## src/hw/rtl/depth_image_backprojection_assert.svh

```systemverilog
// ----------------------------------------------------------------------------
// Assertion macros for depth image backprojection
// Wraps concurrent assertions so synthesis sees nothing.
// ----------------------------------------------------------------------------
`ifndef DEPTH_IMAGE_BACKPROJECTION_ASSERT_SVH
`define DEPTH_IMAGE_BACKPROJECTION_ASSERT_SVH

`ifndef SYNTHESIS
// property must hold at every clock edge outside reset
`define DIBP_ASSERT(name, clk, rst_n, prop, msg) \
  name: assert property (@(posedge clk) disable iff (!rst_n) prop) else $error(msg);
// condition must never be true outside reset
`define DIBP_ASSERT_NEVER(name, clk, rst_n, cond, msg) \
  name: assert property (@(posedge clk) disable iff (!rst_n) !(cond)) else $error(msg);
`else
`define DIBP_ASSERT(name, clk, rst_n, prop, msg)
`define DIBP_ASSERT_NEVER(name, clk, rst_n, cond, msg)
`endif

`endif

```

## src/hw/rtl/dibp_pkg.sv

```systemverilog
// ----------------------------------------------------------------------------
// dibp_pkg
// Types and fixed-point constants for the depth pixel backprojection block.
// ----------------------------------------------------------------------------
package dibp_pkg;

  // field widths
  localparam int COORD_BITS = 12;
  localparam int DEPTH_BITS = 16;
  localparam int COEF_W     = 32;
  localparam int POINT_W    = 32;
  localparam int CFG_W      = 64;
  localparam int CFG_IDX_W  = 3;
  localparam int NUM_CFG    = 6;

  // datapath widths: coordinate*depth, coefficient product, row sum
  localparam int WORK_W = COORD_BITS + DEPTH_BITS;
  localparam int PROD_W = COEF_W + WORK_W + 1;
  localparam int SUM_W  = PROD_W + 2;

  // Q.16 to Q.8 rounding
  localparam int FRAC_SHIFT = 8;
  localparam int ROUND_BIAS = 128;

  localparam logic [POINT_W-1:0] POINT_MAX = 32'h7FFF_FFFF;
  localparam logic [POINT_W-1:0] POINT_MIN = 32'h8000_0000;

  // configuration register indexes
  typedef enum logic [CFG_IDX_W-1:0] {
    CFG_ROW0_FIRST  = 3'd0,
    CFG_ROW0_SECOND = 3'd1,
    CFG_ROW1_FIRST  = 3'd2,
    CFG_ROW1_SECOND = 3'd3,
    CFG_ROW2_FIRST  = 3'd4,
    CFG_ROW2_SECOND = 3'd5
  } cfg_reg_e;

  typedef logic [NUM_CFG-1:0][CFG_W-1:0] cfg_regs_t;

  // identity-like defaults
  localparam cfg_regs_t CFG_RESET = {
    64'h0000_0000_0001_0000,  // row2 second pair
    64'h0000_0000_0000_0000,  // row2 first pair
    64'h0000_0000_0000_0000,  // row1 second pair
    64'h0001_0000_0000_0000,  // row1 first pair
    64'h0000_0000_0000_0000,  // row0 second pair
    64'h0000_0000_0001_0000   // row0 first pair
  };

  // input beat
  typedef struct packed {
    logic [COORD_BITS-1:0] pixel_col;
    logic [COORD_BITS-1:0] pixel_row;
    logic [DEPTH_BITS-1:0] depth_value;
    logic                  keep_pixel;
  } pixel_t;

  // result beat
  typedef struct packed {
    logic signed [POINT_W-1:0] point_x;
    logic signed [POINT_W-1:0] point_y;
    logic signed [POINT_W-1:0] point_z;
    logic [COORD_BITS-1:0]     out_col;
    logic [COORD_BITS-1:0]     out_row;
  } point_t;

  // classified pixel handed from front to back
  typedef struct packed {
    logic [WORK_W-1:0]     col_depth;
    logic [WORK_W-1:0]     row_depth;
    logic [DEPTH_BITS-1:0] depth;
    logic [COORD_BITS-1:0] col;
    logic [COORD_BITS-1:0] row;
  } work_t;

endpackage

```

## src/hw/rtl/dibp_fifo.sv

```systemverilog
// ----------------------------------------------------------------------------
// dibp_fifo
// Short queue between front and back ends.
// ----------------------------------------------------------------------------
module dibp_fifo #(
  parameter int DEPTH = 4
) (
  input  logic            clk_i,
  input  logic            rst_ni,
  input  logic            push_i,
  input  dibp_pkg::work_t data_i,
  output logic            full_o,
  input  logic            pop_i,
  output dibp_pkg::work_t data_o,
  output logic            empty_o
);
  import dibp_pkg::*;

  localparam int PTR_W = (DEPTH > 1) ? $clog2(DEPTH) : 1;
  localparam int CNT_W = $clog2(DEPTH + 1);
  localparam logic [PTR_W-1:0] LAST = PTR_W'(DEPTH - 1);
  localparam logic [CNT_W-1:0] FULL_CNT = CNT_W'(DEPTH);

  work_t            entry_q [DEPTH];
  logic [PTR_W-1:0] wr_ptr_q, wr_ptr_d, rd_ptr_q, rd_ptr_d;
  logic [CNT_W-1:0] count_q, count_d;
  logic             do_push, do_pop;

  assign full_o  = (count_q == FULL_CNT);
  assign empty_o = (count_q == '0);
  assign do_push = push_i && !full_o;
  assign do_pop  = pop_i && !empty_o;
  assign data_o  = entry_q[rd_ptr_q];

  // pointer and fill count update
  always_comb begin
    wr_ptr_d = wr_ptr_q;
    rd_ptr_d = rd_ptr_q;
    count_d  = count_q;
    if (do_push) begin
      wr_ptr_d = (wr_ptr_q == LAST) ? '0 : wr_ptr_q + 1'b1;
    end
    if (do_pop) begin
      rd_ptr_d = (rd_ptr_q == LAST) ? '0 : rd_ptr_q + 1'b1;
    end
    if (do_push && !do_pop) begin
      count_d = count_q + 1'b1;
    end else if (do_pop && !do_push) begin
      count_d = count_q - 1'b1;
    end
  end

  always_ff @(posedge clk_i or negedge rst_ni) begin
    if (!rst_ni) begin
      wr_ptr_q <= '0;
      rd_ptr_q <= '0;
      count_q  <= '0;
    end else begin
      wr_ptr_q <= wr_ptr_d;
      rd_ptr_q <= rd_ptr_d;
      count_q  <= count_d;
    end
  end

  always_ff @(posedge clk_i) begin
    if (do_push) begin
      entry_q[wr_ptr_q] <= data_i;
    end
  end

`include "depth_image_backprojection_assert.svh"

  // fill count never runs past the depth
  `DIBP_ASSERT_NEVER(a_count_range, clk_i, rst_ni, count_q > FULL_CNT, "queue overfilled")
  // fill count rises by one on a push without a pop
  `DIBP_ASSERT(a_count_step, clk_i, rst_ni, do_push && !do_pop |=> count_q == $past(count_q) + 1'b1, "count slip")
  // pointers agree whenever queue is empty
  `DIBP_ASSERT(a_ptr_empty, clk_i, rst_ni, empty_o |-> rd_ptr_q == wr_ptr_q, "pointer mismatch")

endmodule

```

## config.mk

```make
export PLATFORM = sky130hd
export DESIGN_NAME = dibp_fifo
export DESIGN_NICKNAME = d
export VERILOG_FILES = /design/src/hw/rtl/dibp_pkg.sv /design/src/hw/rtl/dibp_fifo.sv
export VERILOG_INCLUDE_DIRS = /design/src /design/src/hw/rtl
export SDC_FILE = /design/constraint.sdc
export NUM_CORES = 1
export LEC_CHECK = 0
export ABC_AREA = 1
export BUFFER_PORTS_ARGS = -buffer_cell sky130_fd_sc_hd__buf_2
export CAP_MARGIN = 40
export CORE_ASPECT_RATIO = 0.6
export CORE_UTILIZATION = 35
export CTS_CLUSTER_SIZE = 12
export DETAILED_ROUTE_END_ITERATION = 16
export PLACE_DENSITY = 0.52
export SLEW_MARGIN = 25
export SYNTH_ARGS = -nofsm -noshare
export SYNTH_HDL_FRONTEND = slang
export SYNTH_SLANG_ARGS = --single-unit
export TNS_END_PERCENT = 1
```

## constraint.sdc

```tcl
create_clock -name clk_i -period 15 [get_ports clk_i]
set_input_delay 0.75 -clock clk_i [delete_from_list [all_inputs] [get_ports clk_i]]
set_output_delay 0.75 -clock clk_i [all_outputs]
set_load 0.05 [all_outputs]
```

==> results.yml <==
cts:
  postCtsSetupBuffers: 0
  cts-buffers-inserted: 40
  h-tree-depth: 2
  cts_repair_resize_count: 0
  cts_max_path_buffers: 3
  clkSinkCount: 391
  insertion_delay_ns: 0.53
  cts_root_buffer: "clkbuf_16"
  cts_tree: "yes"
  cts.clk_slew.worst_paths_ns: 0.06
  cts_hold_buf: 0
floorplanning:
  initial_utilization_pct: 35.9
  chipWidth_microns: 276
  row_count: 59
  fp.coreArea_sq_um: 43900
  die_area_sq_um: 46000
  die_y_microns: 166
  num_io_pins: 198
routing:
  via_count: 9037
  avgViaCountPerCell: 4.56
  wl_per_cell_microns: 16.7
  ant_nets: 0
  finalWirelength_microns: 33000
  drc: 0
  dr.pass1.iters: 4
  dr.first_iter.drc_count: 464
timing:
  finalCritPeriodShare_pct: 29.6
  max-slew-margin-rel_pct: 46.0
  tightest_slew_ns: 0.810
  period_minus_slack_ns: 4.43
  setup_tns_ns: 0
  timing.hold.ws_ns: 0.0542
  grt_setup_unrepaired: "false"
  worst_slack_ns: 10.57
  slew_viol_final: 0
  fin_skew_ns: 0.0111
  fmax_mhz: 226
  setup_violations: 0
  hold_violations: 0
synth:
  syn_area_sq_um: 15800
  synthDistinctLibCells: 17
  synth_edf_count: 384
  yosysSeqAreaShare_pct: 74.2
  post-synth-top-count-cell: "edfxtp_1"
  netlist_instances: 1181
  async_flop_share_pct: 1.79
  synthTopCellsByArea: "edfxtp_1, o211ai_1, nand2_1, inv_1, buf_6"
  synth.avg_cell_area_sq_um: 13.4
  synth_warnings: 0
  synth_largest_area_cell: "edfxtp_1"
  synth_seq_cells: 391
  synth_nets: 1288
  netlist_top_cells_count: "edfxtp_1, nand2_1, inv_1"
  synth_ff_type: "edfxtp_1"
  netlist.area_leader.share_pct: 73.1
grt:
  antenna_found_initial: 1
  grt_max_degree: 81
  grt_first_pass_wirelength_microns: 51700
  track_usage_pct: 14.5
  grt_pass1_vias: 9058
  grt_overflow: 0
worst_setup_path:
  crit_chain: "buf_16 -> buf_4 -> buf_12 -> buf_4 -> buf_16 -> o211ai_1 -> nand2_1 -> buf_2"
  worstPathArrival_ns: 3.68
  rrSetupSlack_ns: 11.90
  crit-reg2reg-launch: "count_q[0]"
  path_class: "reg -> out"
  end_kind: "primary output"
  reg2reg_to: "entry_q[2][8]"
  rr_worst_depth: 6
  path_max_fanout: 80
  start_kind: "flop"
  cp_slowest_cell: "dfrtp_4"
  cp.required_ns: 14.25
  slowest_delay_ns: 0.70
placed_design:
  portBuffers: 197
  pre_cts_ws_ns: 11.12
  dp_hpwl_microns: 19400
  gp_congestion: 0.686
pwr:
  p_leak_nw: 7.22
  irDropWorstVdd_mv: 0.143
  power_density_nw_per_um2: 227
final_layout:
  layout-drive-gt1-share_pct: 19.3
  nets: 1483
  post-route-util_pct: 41.9
  nFillCells: 4016
  syn2layout_area_growth_pct: 16.6
run:
  max_cap_violations: 0
outcome:
  outcome: "finished, final reports clean"
min_path:
  hp-class: "in -> async"
-- per-layer routing --
layer	routed length [microns]	global-route usage [%]	vias up
met5	13	0	-
met4	626	3.72	2
met3	1430	3.00	57
met2	15000	23.4	176
met1	16000	19.9	4304
li1	-	-	4498
-- report_power, final --
part	total, mW	switching [mW]	internal, mW
clock network	0.897	0.395	0.502
registers	1.51	0.0714	1.43
logic	1.78	1.38	0.398
-- cells in the final DEF (no fill, tap or decap), drive strengths merged, types with 7 or more instances in the layout --
cell type / Yosys / layout
edfxtp: 384 / 384
nand2: 303 / 303
buf: 58 / 217
inv: 208 / 209
o211ai: 192 / 192
clkbuf: 6 / 57
clkinv: 0 / 9
nand3: 7 / 7
dfrtp: 7 / 7
-- sequential cells by signal, summed over array words and instances, names as in the netlist --
register  count
entry_q     384
rd_ptr_q      2
wr_ptr_q      2
count_q       3
-- worst max-delay path by stage --
stage,start,endpoint,slack [ns]
2_1_floorplan,push_i,entry_q[0][0],9.56
3_3_place_gp,rd_ptr_q[0],data_o[55],10.62
3_5_place_dp,rd_ptr_q[0],data_o[60],11.12
4_1_cts,rd_ptr_q[0],data_o[60],10.53
5_1_grt,rd_ptr_q[0],data_o[50],10.27
6_report,rd_ptr_q[0],data_o[60],10.57
-- cell type report --
cell class,instances,area (sq um),share of cell area [%]
timing repair buffer,217,1250,6.80
inverter,208,782,4.25
clock inverter,10,51.3,0.279
multi-input combinational,518,2780,15.1
tap,579,724,3.94
sequential,391,11700,63.7
antenna,1,2.50,0.0136
clock buffer,57,1090,5.91
-- metrics by stage --
stage	power, mW	std cells	area (sq um)
after floorplan	2.95	1181	15800
after global placement	3.29	1906	17100
after detailed placement	3.34	1913	17300
after CTS	4.25	1980	18400
after global routing	4.42	1980	18400
final	4.18	1981	18400
-- worst max-delay path: cells and delay by family, from the launching register on --
kind / cells / cell delay, ns
flops: 1 / 0.70
simple gates: 1 / 0.15
buf+inv: 6 / 2.03
compound gates: 1 / 0.15
-- cells by family after synthesis --
kind of cell	Yosys count	synth area share, %
buffers and inverters	272	8.37
AO/OA/AOI/OAI	193	9.17
XOR/XNOR	1	0.0555
flip-flops	391	74.2
adder cells (fa/ha/maj)	7	0.603
AND/OR/NAND/NOR	317	7.61
(Power assumes the default switching activity.)
