--- config.mk ---
export PLATFORM = sky130hd
export DESIGN_NAME = dibp_front
export DESIGN_NICKNAME = d
export VERILOG_FILES = /design/src/hw/rtl/dibp_pkg.sv /design/src/hw/rtl/dibp_front.sv
export VERILOG_INCLUDE_DIRS = /design/src /design/src/hw/rtl
export SDC_FILE = /design/constraint.sdc
export NUM_CORES = 1
export LEC_CHECK = 0
export BUFFER_PORTS_ARGS = -buffer_cell sky130_fd_sc_hd__buf_2
export CAP_MARGIN = 20
export CORE_MARGIN = 3
export CORE_UTILIZATION = 65
export CTS_BUF_LIST = sky130_fd_sc_hd__clkbuf_16
export DETAILED_ROUTE_END_ITERATION = 7
export MAX_ROUTING_LAYER = met4
export PLACE_DENSITY = 0.95
export SLEW_MARGIN = 25
export SYNTH_ARGS = -nofsm -noshare
export SYNTH_HDL_FRONTEND = slang
export SYNTH_SLANG_ARGS = --single-unit
--- constraint.sdc ---
create_clock -name clk_i -period 15.3 [get_ports clk_i]
set_input_delay 1.53 -clock clk_i [delete_from_list [all_inputs] [get_ports clk_i]]
set_output_delay 1.53 -clock clk_i [all_outputs]
set_load 0.01 [all_outputs]
--- src/hw/rtl/depth_image_backprojection_assert.svh ---
// ----------------------------------------------------------------------------
// Assertion macros for depth image backprojection
// Wraps concurrent assertions so synthesis sees nothing.
// ----------------------------------------------------------------------------
`ifndef DEPTH_IMAGE_BACKPROJECTION_ASSERT_SVH
`define DEPTH_IMAGE_BACKPROJECTION_ASSERT_SVH

`ifndef SYNTHESIS
// property must hold at every clock edge outside reset
`define DIBP_ASSERT(name, clk, rst_n, prop, msg) \
  name: assert property (@(posedge clk) disable iff (!rst_n) prop) else $error(msg);
// condition must never be true outside reset
`define DIBP_ASSERT_NEVER(name, clk, rst_n, cond, msg) \
  name: assert property (@(posedge clk) disable iff (!rst_n) !(cond)) else $error(msg);
`else
`define DIBP_ASSERT(name, clk, rst_n, prop, msg)
`define DIBP_ASSERT_NEVER(name, clk, rst_n, cond, msg)
`endif

`endif

--- src/hw/rtl/dibp_pkg.sv ---
// ----------------------------------------------------------------------------
// dibp_pkg
// Types and fixed-point constants for the depth pixel backprojection block.
// ----------------------------------------------------------------------------
package dibp_pkg;

  // field widths
  localparam int COORD_BITS = 12;
  localparam int DEPTH_BITS = 16;
  localparam int COEF_W     = 32;
  localparam int POINT_W    = 32;
  localparam int CFG_W      = 64;
  localparam int CFG_IDX_W  = 3;
  localparam int NUM_CFG    = 6;

  // datapath widths: coordinate*depth, coefficient product, row sum
  localparam int WORK_W = COORD_BITS + DEPTH_BITS;
  localparam int PROD_W = COEF_W + WORK_W + 1;
  localparam int SUM_W  = PROD_W + 2;

  // Q.16 to Q.8 rounding
  localparam int FRAC_SHIFT = 8;
  localparam int ROUND_BIAS = 128;

  localparam logic [POINT_W-1:0] POINT_MAX = 32'h7FFF_FFFF;
  localparam logic [POINT_W-1:0] POINT_MIN = 32'h8000_0000;

  // configuration register indexes
  typedef enum logic [CFG_IDX_W-1:0] {
    CFG_ROW0_FIRST  = 3'd0,
    CFG_ROW0_SECOND = 3'd1,
    CFG_ROW1_FIRST  = 3'd2,
    CFG_ROW1_SECOND = 3'd3,
    CFG_ROW2_FIRST  = 3'd4,
    CFG_ROW2_SECOND = 3'd5
  } cfg_reg_e;

  typedef logic [NUM_CFG-1:0][CFG_W-1:0] cfg_regs_t;

  // identity-like defaults
  localparam cfg_regs_t CFG_RESET = {
    64'h0000_0000_0001_0000,  // row2 second pair
    64'h0000_0000_0000_0000,  // row2 first pair
    64'h0000_0000_0000_0000,  // row1 second pair
    64'h0001_0000_0000_0000,  // row1 first pair
    64'h0000_0000_0000_0000,  // row0 second pair
    64'h0000_0000_0001_0000   // row0 first pair
  };

  // input beat
  typedef struct packed {
    logic [COORD_BITS-1:0] pixel_col;
    logic [COORD_BITS-1:0] pixel_row;
    logic [DEPTH_BITS-1:0] depth_value;
    logic                  keep_pixel;
  } pixel_t;

  // result beat
  typedef struct packed {
    logic signed [POINT_W-1:0] point_x;
    logic signed [POINT_W-1:0] point_y;
    logic signed [POINT_W-1:0] point_z;
    logic [COORD_BITS-1:0]     out_col;
    logic [COORD_BITS-1:0]     out_row;
  } point_t;

  // classified pixel handed from front to back
  typedef struct packed {
    logic [WORK_W-1:0]     col_depth;
    logic [WORK_W-1:0]     row_depth;
    logic [DEPTH_BITS-1:0] depth;
    logic [COORD_BITS-1:0] col;
    logic [COORD_BITS-1:0] row;
  } work_t;

endpackage

--- src/hw/rtl/dibp_front.sv ---
// ----------------------------------------------------------------------------
// dibp_front
// Accepts pixels, drops masked ones, forms col*d and row*d for the back end.
// ----------------------------------------------------------------------------
module dibp_front (
  input  logic            clk_i,
  input  logic            rst_ni,
  input  logic            push,
  input  dibp_pkg::pixel_t pixel_i,
  output logic            full,
  output logic            q_push_o,
  output dibp_pkg::work_t q_data_o,
  input  logic            q_full_i
);
  import dibp_pkg::*;

  logic  valid_q, valid_d;
  work_t work_q, work_d;
  logic  accept;

  // holding register drains into the queue whenever there is room
  assign q_push_o = valid_q && !q_full_i;
  assign full     = valid_q && q_full_i;
  assign accept   = push && !full;
  assign q_data_o = work_q;

  // classify and scale the incoming pixel
  always_comb begin
    work_d.col       = pixel_i.pixel_col;
    work_d.row       = pixel_i.pixel_row;
    work_d.depth     = pixel_i.depth_value;
    work_d.col_depth = WORK_W'(pixel_i.pixel_col) * WORK_W'(pixel_i.depth_value);
    work_d.row_depth = WORK_W'(pixel_i.pixel_row) * WORK_W'(pixel_i.depth_value);
    if (accept) begin
      valid_d = pixel_i.keep_pixel;
    end else if (q_push_o) begin
      valid_d = 1'b0;
    end else begin
      valid_d = valid_q;
    end
  end

  always_ff @(posedge clk_i or negedge rst_ni) begin
    if (!rst_ni) begin
      valid_q <= 1'b0;
    end else begin
      valid_q <= valid_d;
    end
  end

  always_ff @(posedge clk_i) begin
    if (accept) begin
      work_q <= work_d;
    end
  end

`include "depth_image_backprojection_assert.svh"

  // a masked pixel leaves nothing behind
  `DIBP_ASSERT(a_mask_drops, clk_i, rst_ni, accept && !pixel_i.keep_pixel |=> !valid_q, "masked pixel kept")
  // the held beat cannot vanish while the queue is full
  `DIBP_ASSERT(a_hold_full, clk_i, rst_ni, valid_q && q_full_i |=> valid_q, "held pixel lost")
  // an accepted unmasked pixel is always captured
  `DIBP_ASSERT(a_keep_load, clk_i, rst_ni, accept && pixel_i.keep_pixel |=> valid_q, "pixel not captured")

endmodule

==> metrics.txt <==
WP buf/inv 4; routability congestion estimate 0.8965; Seq/Total Area, Yosys 19.09%; Layout area overhead 7.493%; fin worst setup slack 8.736 ns; Post-Syn Area per Cell 9.687 um2; WS Path Type in2reg; reg2reg path depth 3; n_diodes 0; CTS tree built; drt pass-1 iters 5; WL/cell about 17 um; Final setup viols 0; CP Launch Point pixel_i[9]; die width 159.1 um; Fill cells 1540; pwr dens 207.1 nW/um2; worst slew pin tran around 0.75 ns; minimum clock period 6.564 ns; CTS Hold Bufs 0; H-Tree Depth 3; postcts setup bufs 0; Max Slew Vio Count 0; worst path arrival time approximately 6.7 ns; CTS sink count 97; Leakage 8.450 nW; crit end category flip-flop; worst path cell trace buf_2 > nand2_1 > fa_1 > fa_1 > inv_1 > fa_1 > fa_1 > inv_1 > fa_1 > inv_1 > ha_1 > o21a_1 > o2111ai_1 > a31oi_1 > a311oi_1 > o21ai_0 > o211a_1 > xor2_1; core area 22850 um2; initial antenna violation count 0; row cnt 55; mean number of vias per cell 5.764; worst rel slew slack 49.72%; Synth Area in XOR/XNOR 2.588%; CP Depth 18; Simple-Gate Fraction of Synth Area between 10% and 20%; total power roughly 0.0034 W; worst hold path class reg2reg; crit-path max cell delay 0.54 ns; Synth Area in Adders between 40 and 50%; Seq cells post-synth between 90 and 100; unrepaired setup endpoints after global routing no; CP required 15.41 ns; share of layout cells above drive strength 1 9.802%; placed inst area 16090 um2; Routed Antenna Nets 0; CP Launch Type input pin; Highest Clock Rate 152.3 MHz; largest net degree at the start of global routing 63; later-pin clock latency in the skew report roughly 0.36 ns; R2R setup slack 13.29 ns; Worst IR Drop VDD between 0.0002 and 0.00025 V; I/O pins 143; grt total ovfl 0; Tot GR Track Use 28.77%; first-pass GRT wire length 57460 um; TritonCTS Buffers 9; endpoints failing hold 0; nets ~2.1k; Fin Clk Skew 0.007622 ns; I/O Buffers around 140; crit path max fanout 25; post_cts resized 0; ys flop type edfxtp_1; # DRC 0; Post-Synthesis Cells 1572; die height between 150 and 200 um; met3 Use GR roughly 6.4%; GR peak layer met2; most frequent CP cell fa_1; complex-gate fraction of the synthesized area 5.850%; total negative setup slack 0 ns; r2r startpoint valid_q; asr flop ratio synth 1.031%; main combinational cell family by area after synthesis adder cells; clock slew at reported path FFs about 0.070 ns; clk root buf clkbuf_16; Worst Setup Slack post-DPL 8.476 ns; status complete, no violations; grt met1 use 32.74%; vias in the first global route 12.63k; Final period util ~43%; Detailed Place HPWL 25950 um; Cell variety after synth 52; max-cap check violation count 0; Netlist Area Pre-Place about 15000 um2; CP max stage cell a311oi_1; Syn Nets 2029; met2 GRT Util 49.49%; number of synthesis warnings 0; Post-Route WL about 34000 um; Max Buffers Root-to-Sink 2; area of the die ~25000 um2; Worst Setup EP q_data_o[64]; Initial Utilization 66.65%; CP top delay family adder cells; Finished Cell Area 16370 um2; storage element area 2908 um2; reg2reg end q_data_o[64]; initial drt markers 836; area of the multi-input gates between 10000 and 15000 um2; Post-synth EDFFs 96; mux cell area share after synthesis 0%; Via Count 11.39k
## metrics by stage
| step | cells | hold slack [ns] | utilization (%) |
|---|---|---|---|
| 2_1_floorplan | 1572 | 0.6295 | - |
| 3_3_place_gp | 1960 | 0.6371 | 70.42 |
| 3_5_place_dp | 1960 | 0.6470 | 70.42 |
| 4_1_cts | 1975 | 0.6682 | 71.56 |
| 5_1_grt | 1976 | 0.7128 | 71.65 |
| 6_report | 1976 | 0.6661 | 71.65 |
## registers in the layout, summed over array words and instances (netlist names)
register	count
q_data_o	96
valid_q	1
## worst min-delay path by stage
stage             from      end  slack, ns  depth (start not counted)
6_report       valid_q  valid_q       0.67                          2
3_3_place_gp   valid_q  valid_q       0.64                          2
5_1_grt        valid_q  valid_q       0.71                          2
3_5_place_dp   valid_q  valid_q       0.65                          2
2_1_floorplan  valid_q  valid_q       0.63                          2
4_1_cts        valid_q  valid_q       0.67                          2
## final cells by class
cell class,count,area share [%]
Multi-Input combinational cell,1051,65.58
Sequential cell,97,17.76
Inverter,356,8.163
Timing Repair Buffer,144,4.510
Tap cell,313,2.392
Clock buffer,9,1.376
Clock inverter,6,0.2140
## power breakdown
| part | internal (W) | switching [W] | leakage [nW] | total [W] |
|---|---|---|---|---|
| Sequential | 0.000504 | 0.0000152 | 0.939 | 0.000519 |
| Clock | 0.000109 | 0.000106 | 0.131 | 0.000215 |
| Combinational | 0.00109 | 0.00157 | 7.38 | 0.00266 |
## worst register-to-register path, delay by kind of cell, from the launching register on
family                 cells  cell delay (ns)
buffers and inverters      1             0.68
flip-flops                 1             0.37
AND/OR/NAND/NOR            2             0.55
## kinds of logic after synthesis
logic type / after synthesis
flops: 97
buf+inv: 424
xor+xnor: 45
compound gates: 128
simple gates: 466
fa+ha+maj: 412
## Yosys cell counts (2+ instances only)
cell | n | area [um2]
nand3_1 | 5 | 25.02
nor2_1 | 20 | 75.07
o2111ai_1 | 2 | 17.52
o21ai_0 | 14 | 70.07
a211o_1 | 2 | 17.52
nand2b_1 | 4 | 25.02
xnor2_1 | 31 | 271.5
a21o_1 | 20 | 150.1
a311o_1 | 2 | 20.02
o21a_1 | 6 | 45.04
a21oi_1 | 38 | 190.2
a221o_1 | 3 | 30.03
a311oi_1 | 2 | 17.52
o211ai_1 | 2 | 15.01
o31ai_1 | 3 | 22.52
edfxtp_1 | 96 | 2883
a41oi_2 | 2 | 32.53
a31oi_1 | 8 | 50.05
and3_1 | 6 | 37.54
inv_1 | 356 | 1336
clkbuf_1 | 66 | 247.7
nor3_1 | 3 | 15.01
nand4_1 | 8 | 50.05
o211a_1 | 2 | 20.02
nor2b_1 | 8 | 50.05
o21bai_1 | 7 | 52.55
nand2_1 | 269 | 1010
and2_1 | 139 | 869.6
xor2_1 | 14 | 122.6
ha_1 | 132 | 1652
a211oi_1 | 2 | 15.01
fa_1 | 280 | 5605
## layer usage
| layer | vias to the layer above | share of wire (%) |
|---|---|---|
| met1 | 5651 | 35 |
| met4 | 0 | 4.3 |
| met5 | - | 0 |
| met2 | 660 | 52 |
| li1 | 4936 | - |
| met3 | 143 | 9.1 |
## layout by cell type, fill, tap and decap left out, types with 3 or more instances in the layout
| cell | netlist | layout |
|---|---|---|
| fa_1 | 280 | 280 |
| nand2_1 | 269 | 269 |
| nor2b_1 | 8 | 7 |
| o21bai_1 | 7 | 7 |
| a21o_1 | 20 | 20 |
| xor2_1 | 14 | 14 |
| ha_1 | 132 | 132 |
| a21oi_1 | 38 | 38 |
| nand3_1 | 5 | 5 |
| nand4_1 | 8 | 8 |
| buf_2 | 1 | 142 |
| xnor2_1 | 31 | 31 |
| edfxtp_1 | 96 | 96 |
| a221o_1 | 3 | 3 |
| a31oi_1 | 8 | 8 |
| o31ai_1 | 3 | 3 |
| o21a_1 | 6 | 6 |
| inv_1 | 356 | 356 |
| and2_1 | 139 | 139 |
| clkbuf_16 | 0 | 9 |
| o21ai_0 | 14 | 14 |
| and3_1 | 6 | 6 |
| nor2_1 | 20 | 20 |
| nor3_1 | 3 | 3 |
| nand2b_1 | 4 | 4 |
Note: power is estimated with default switching activity, not from simulation.
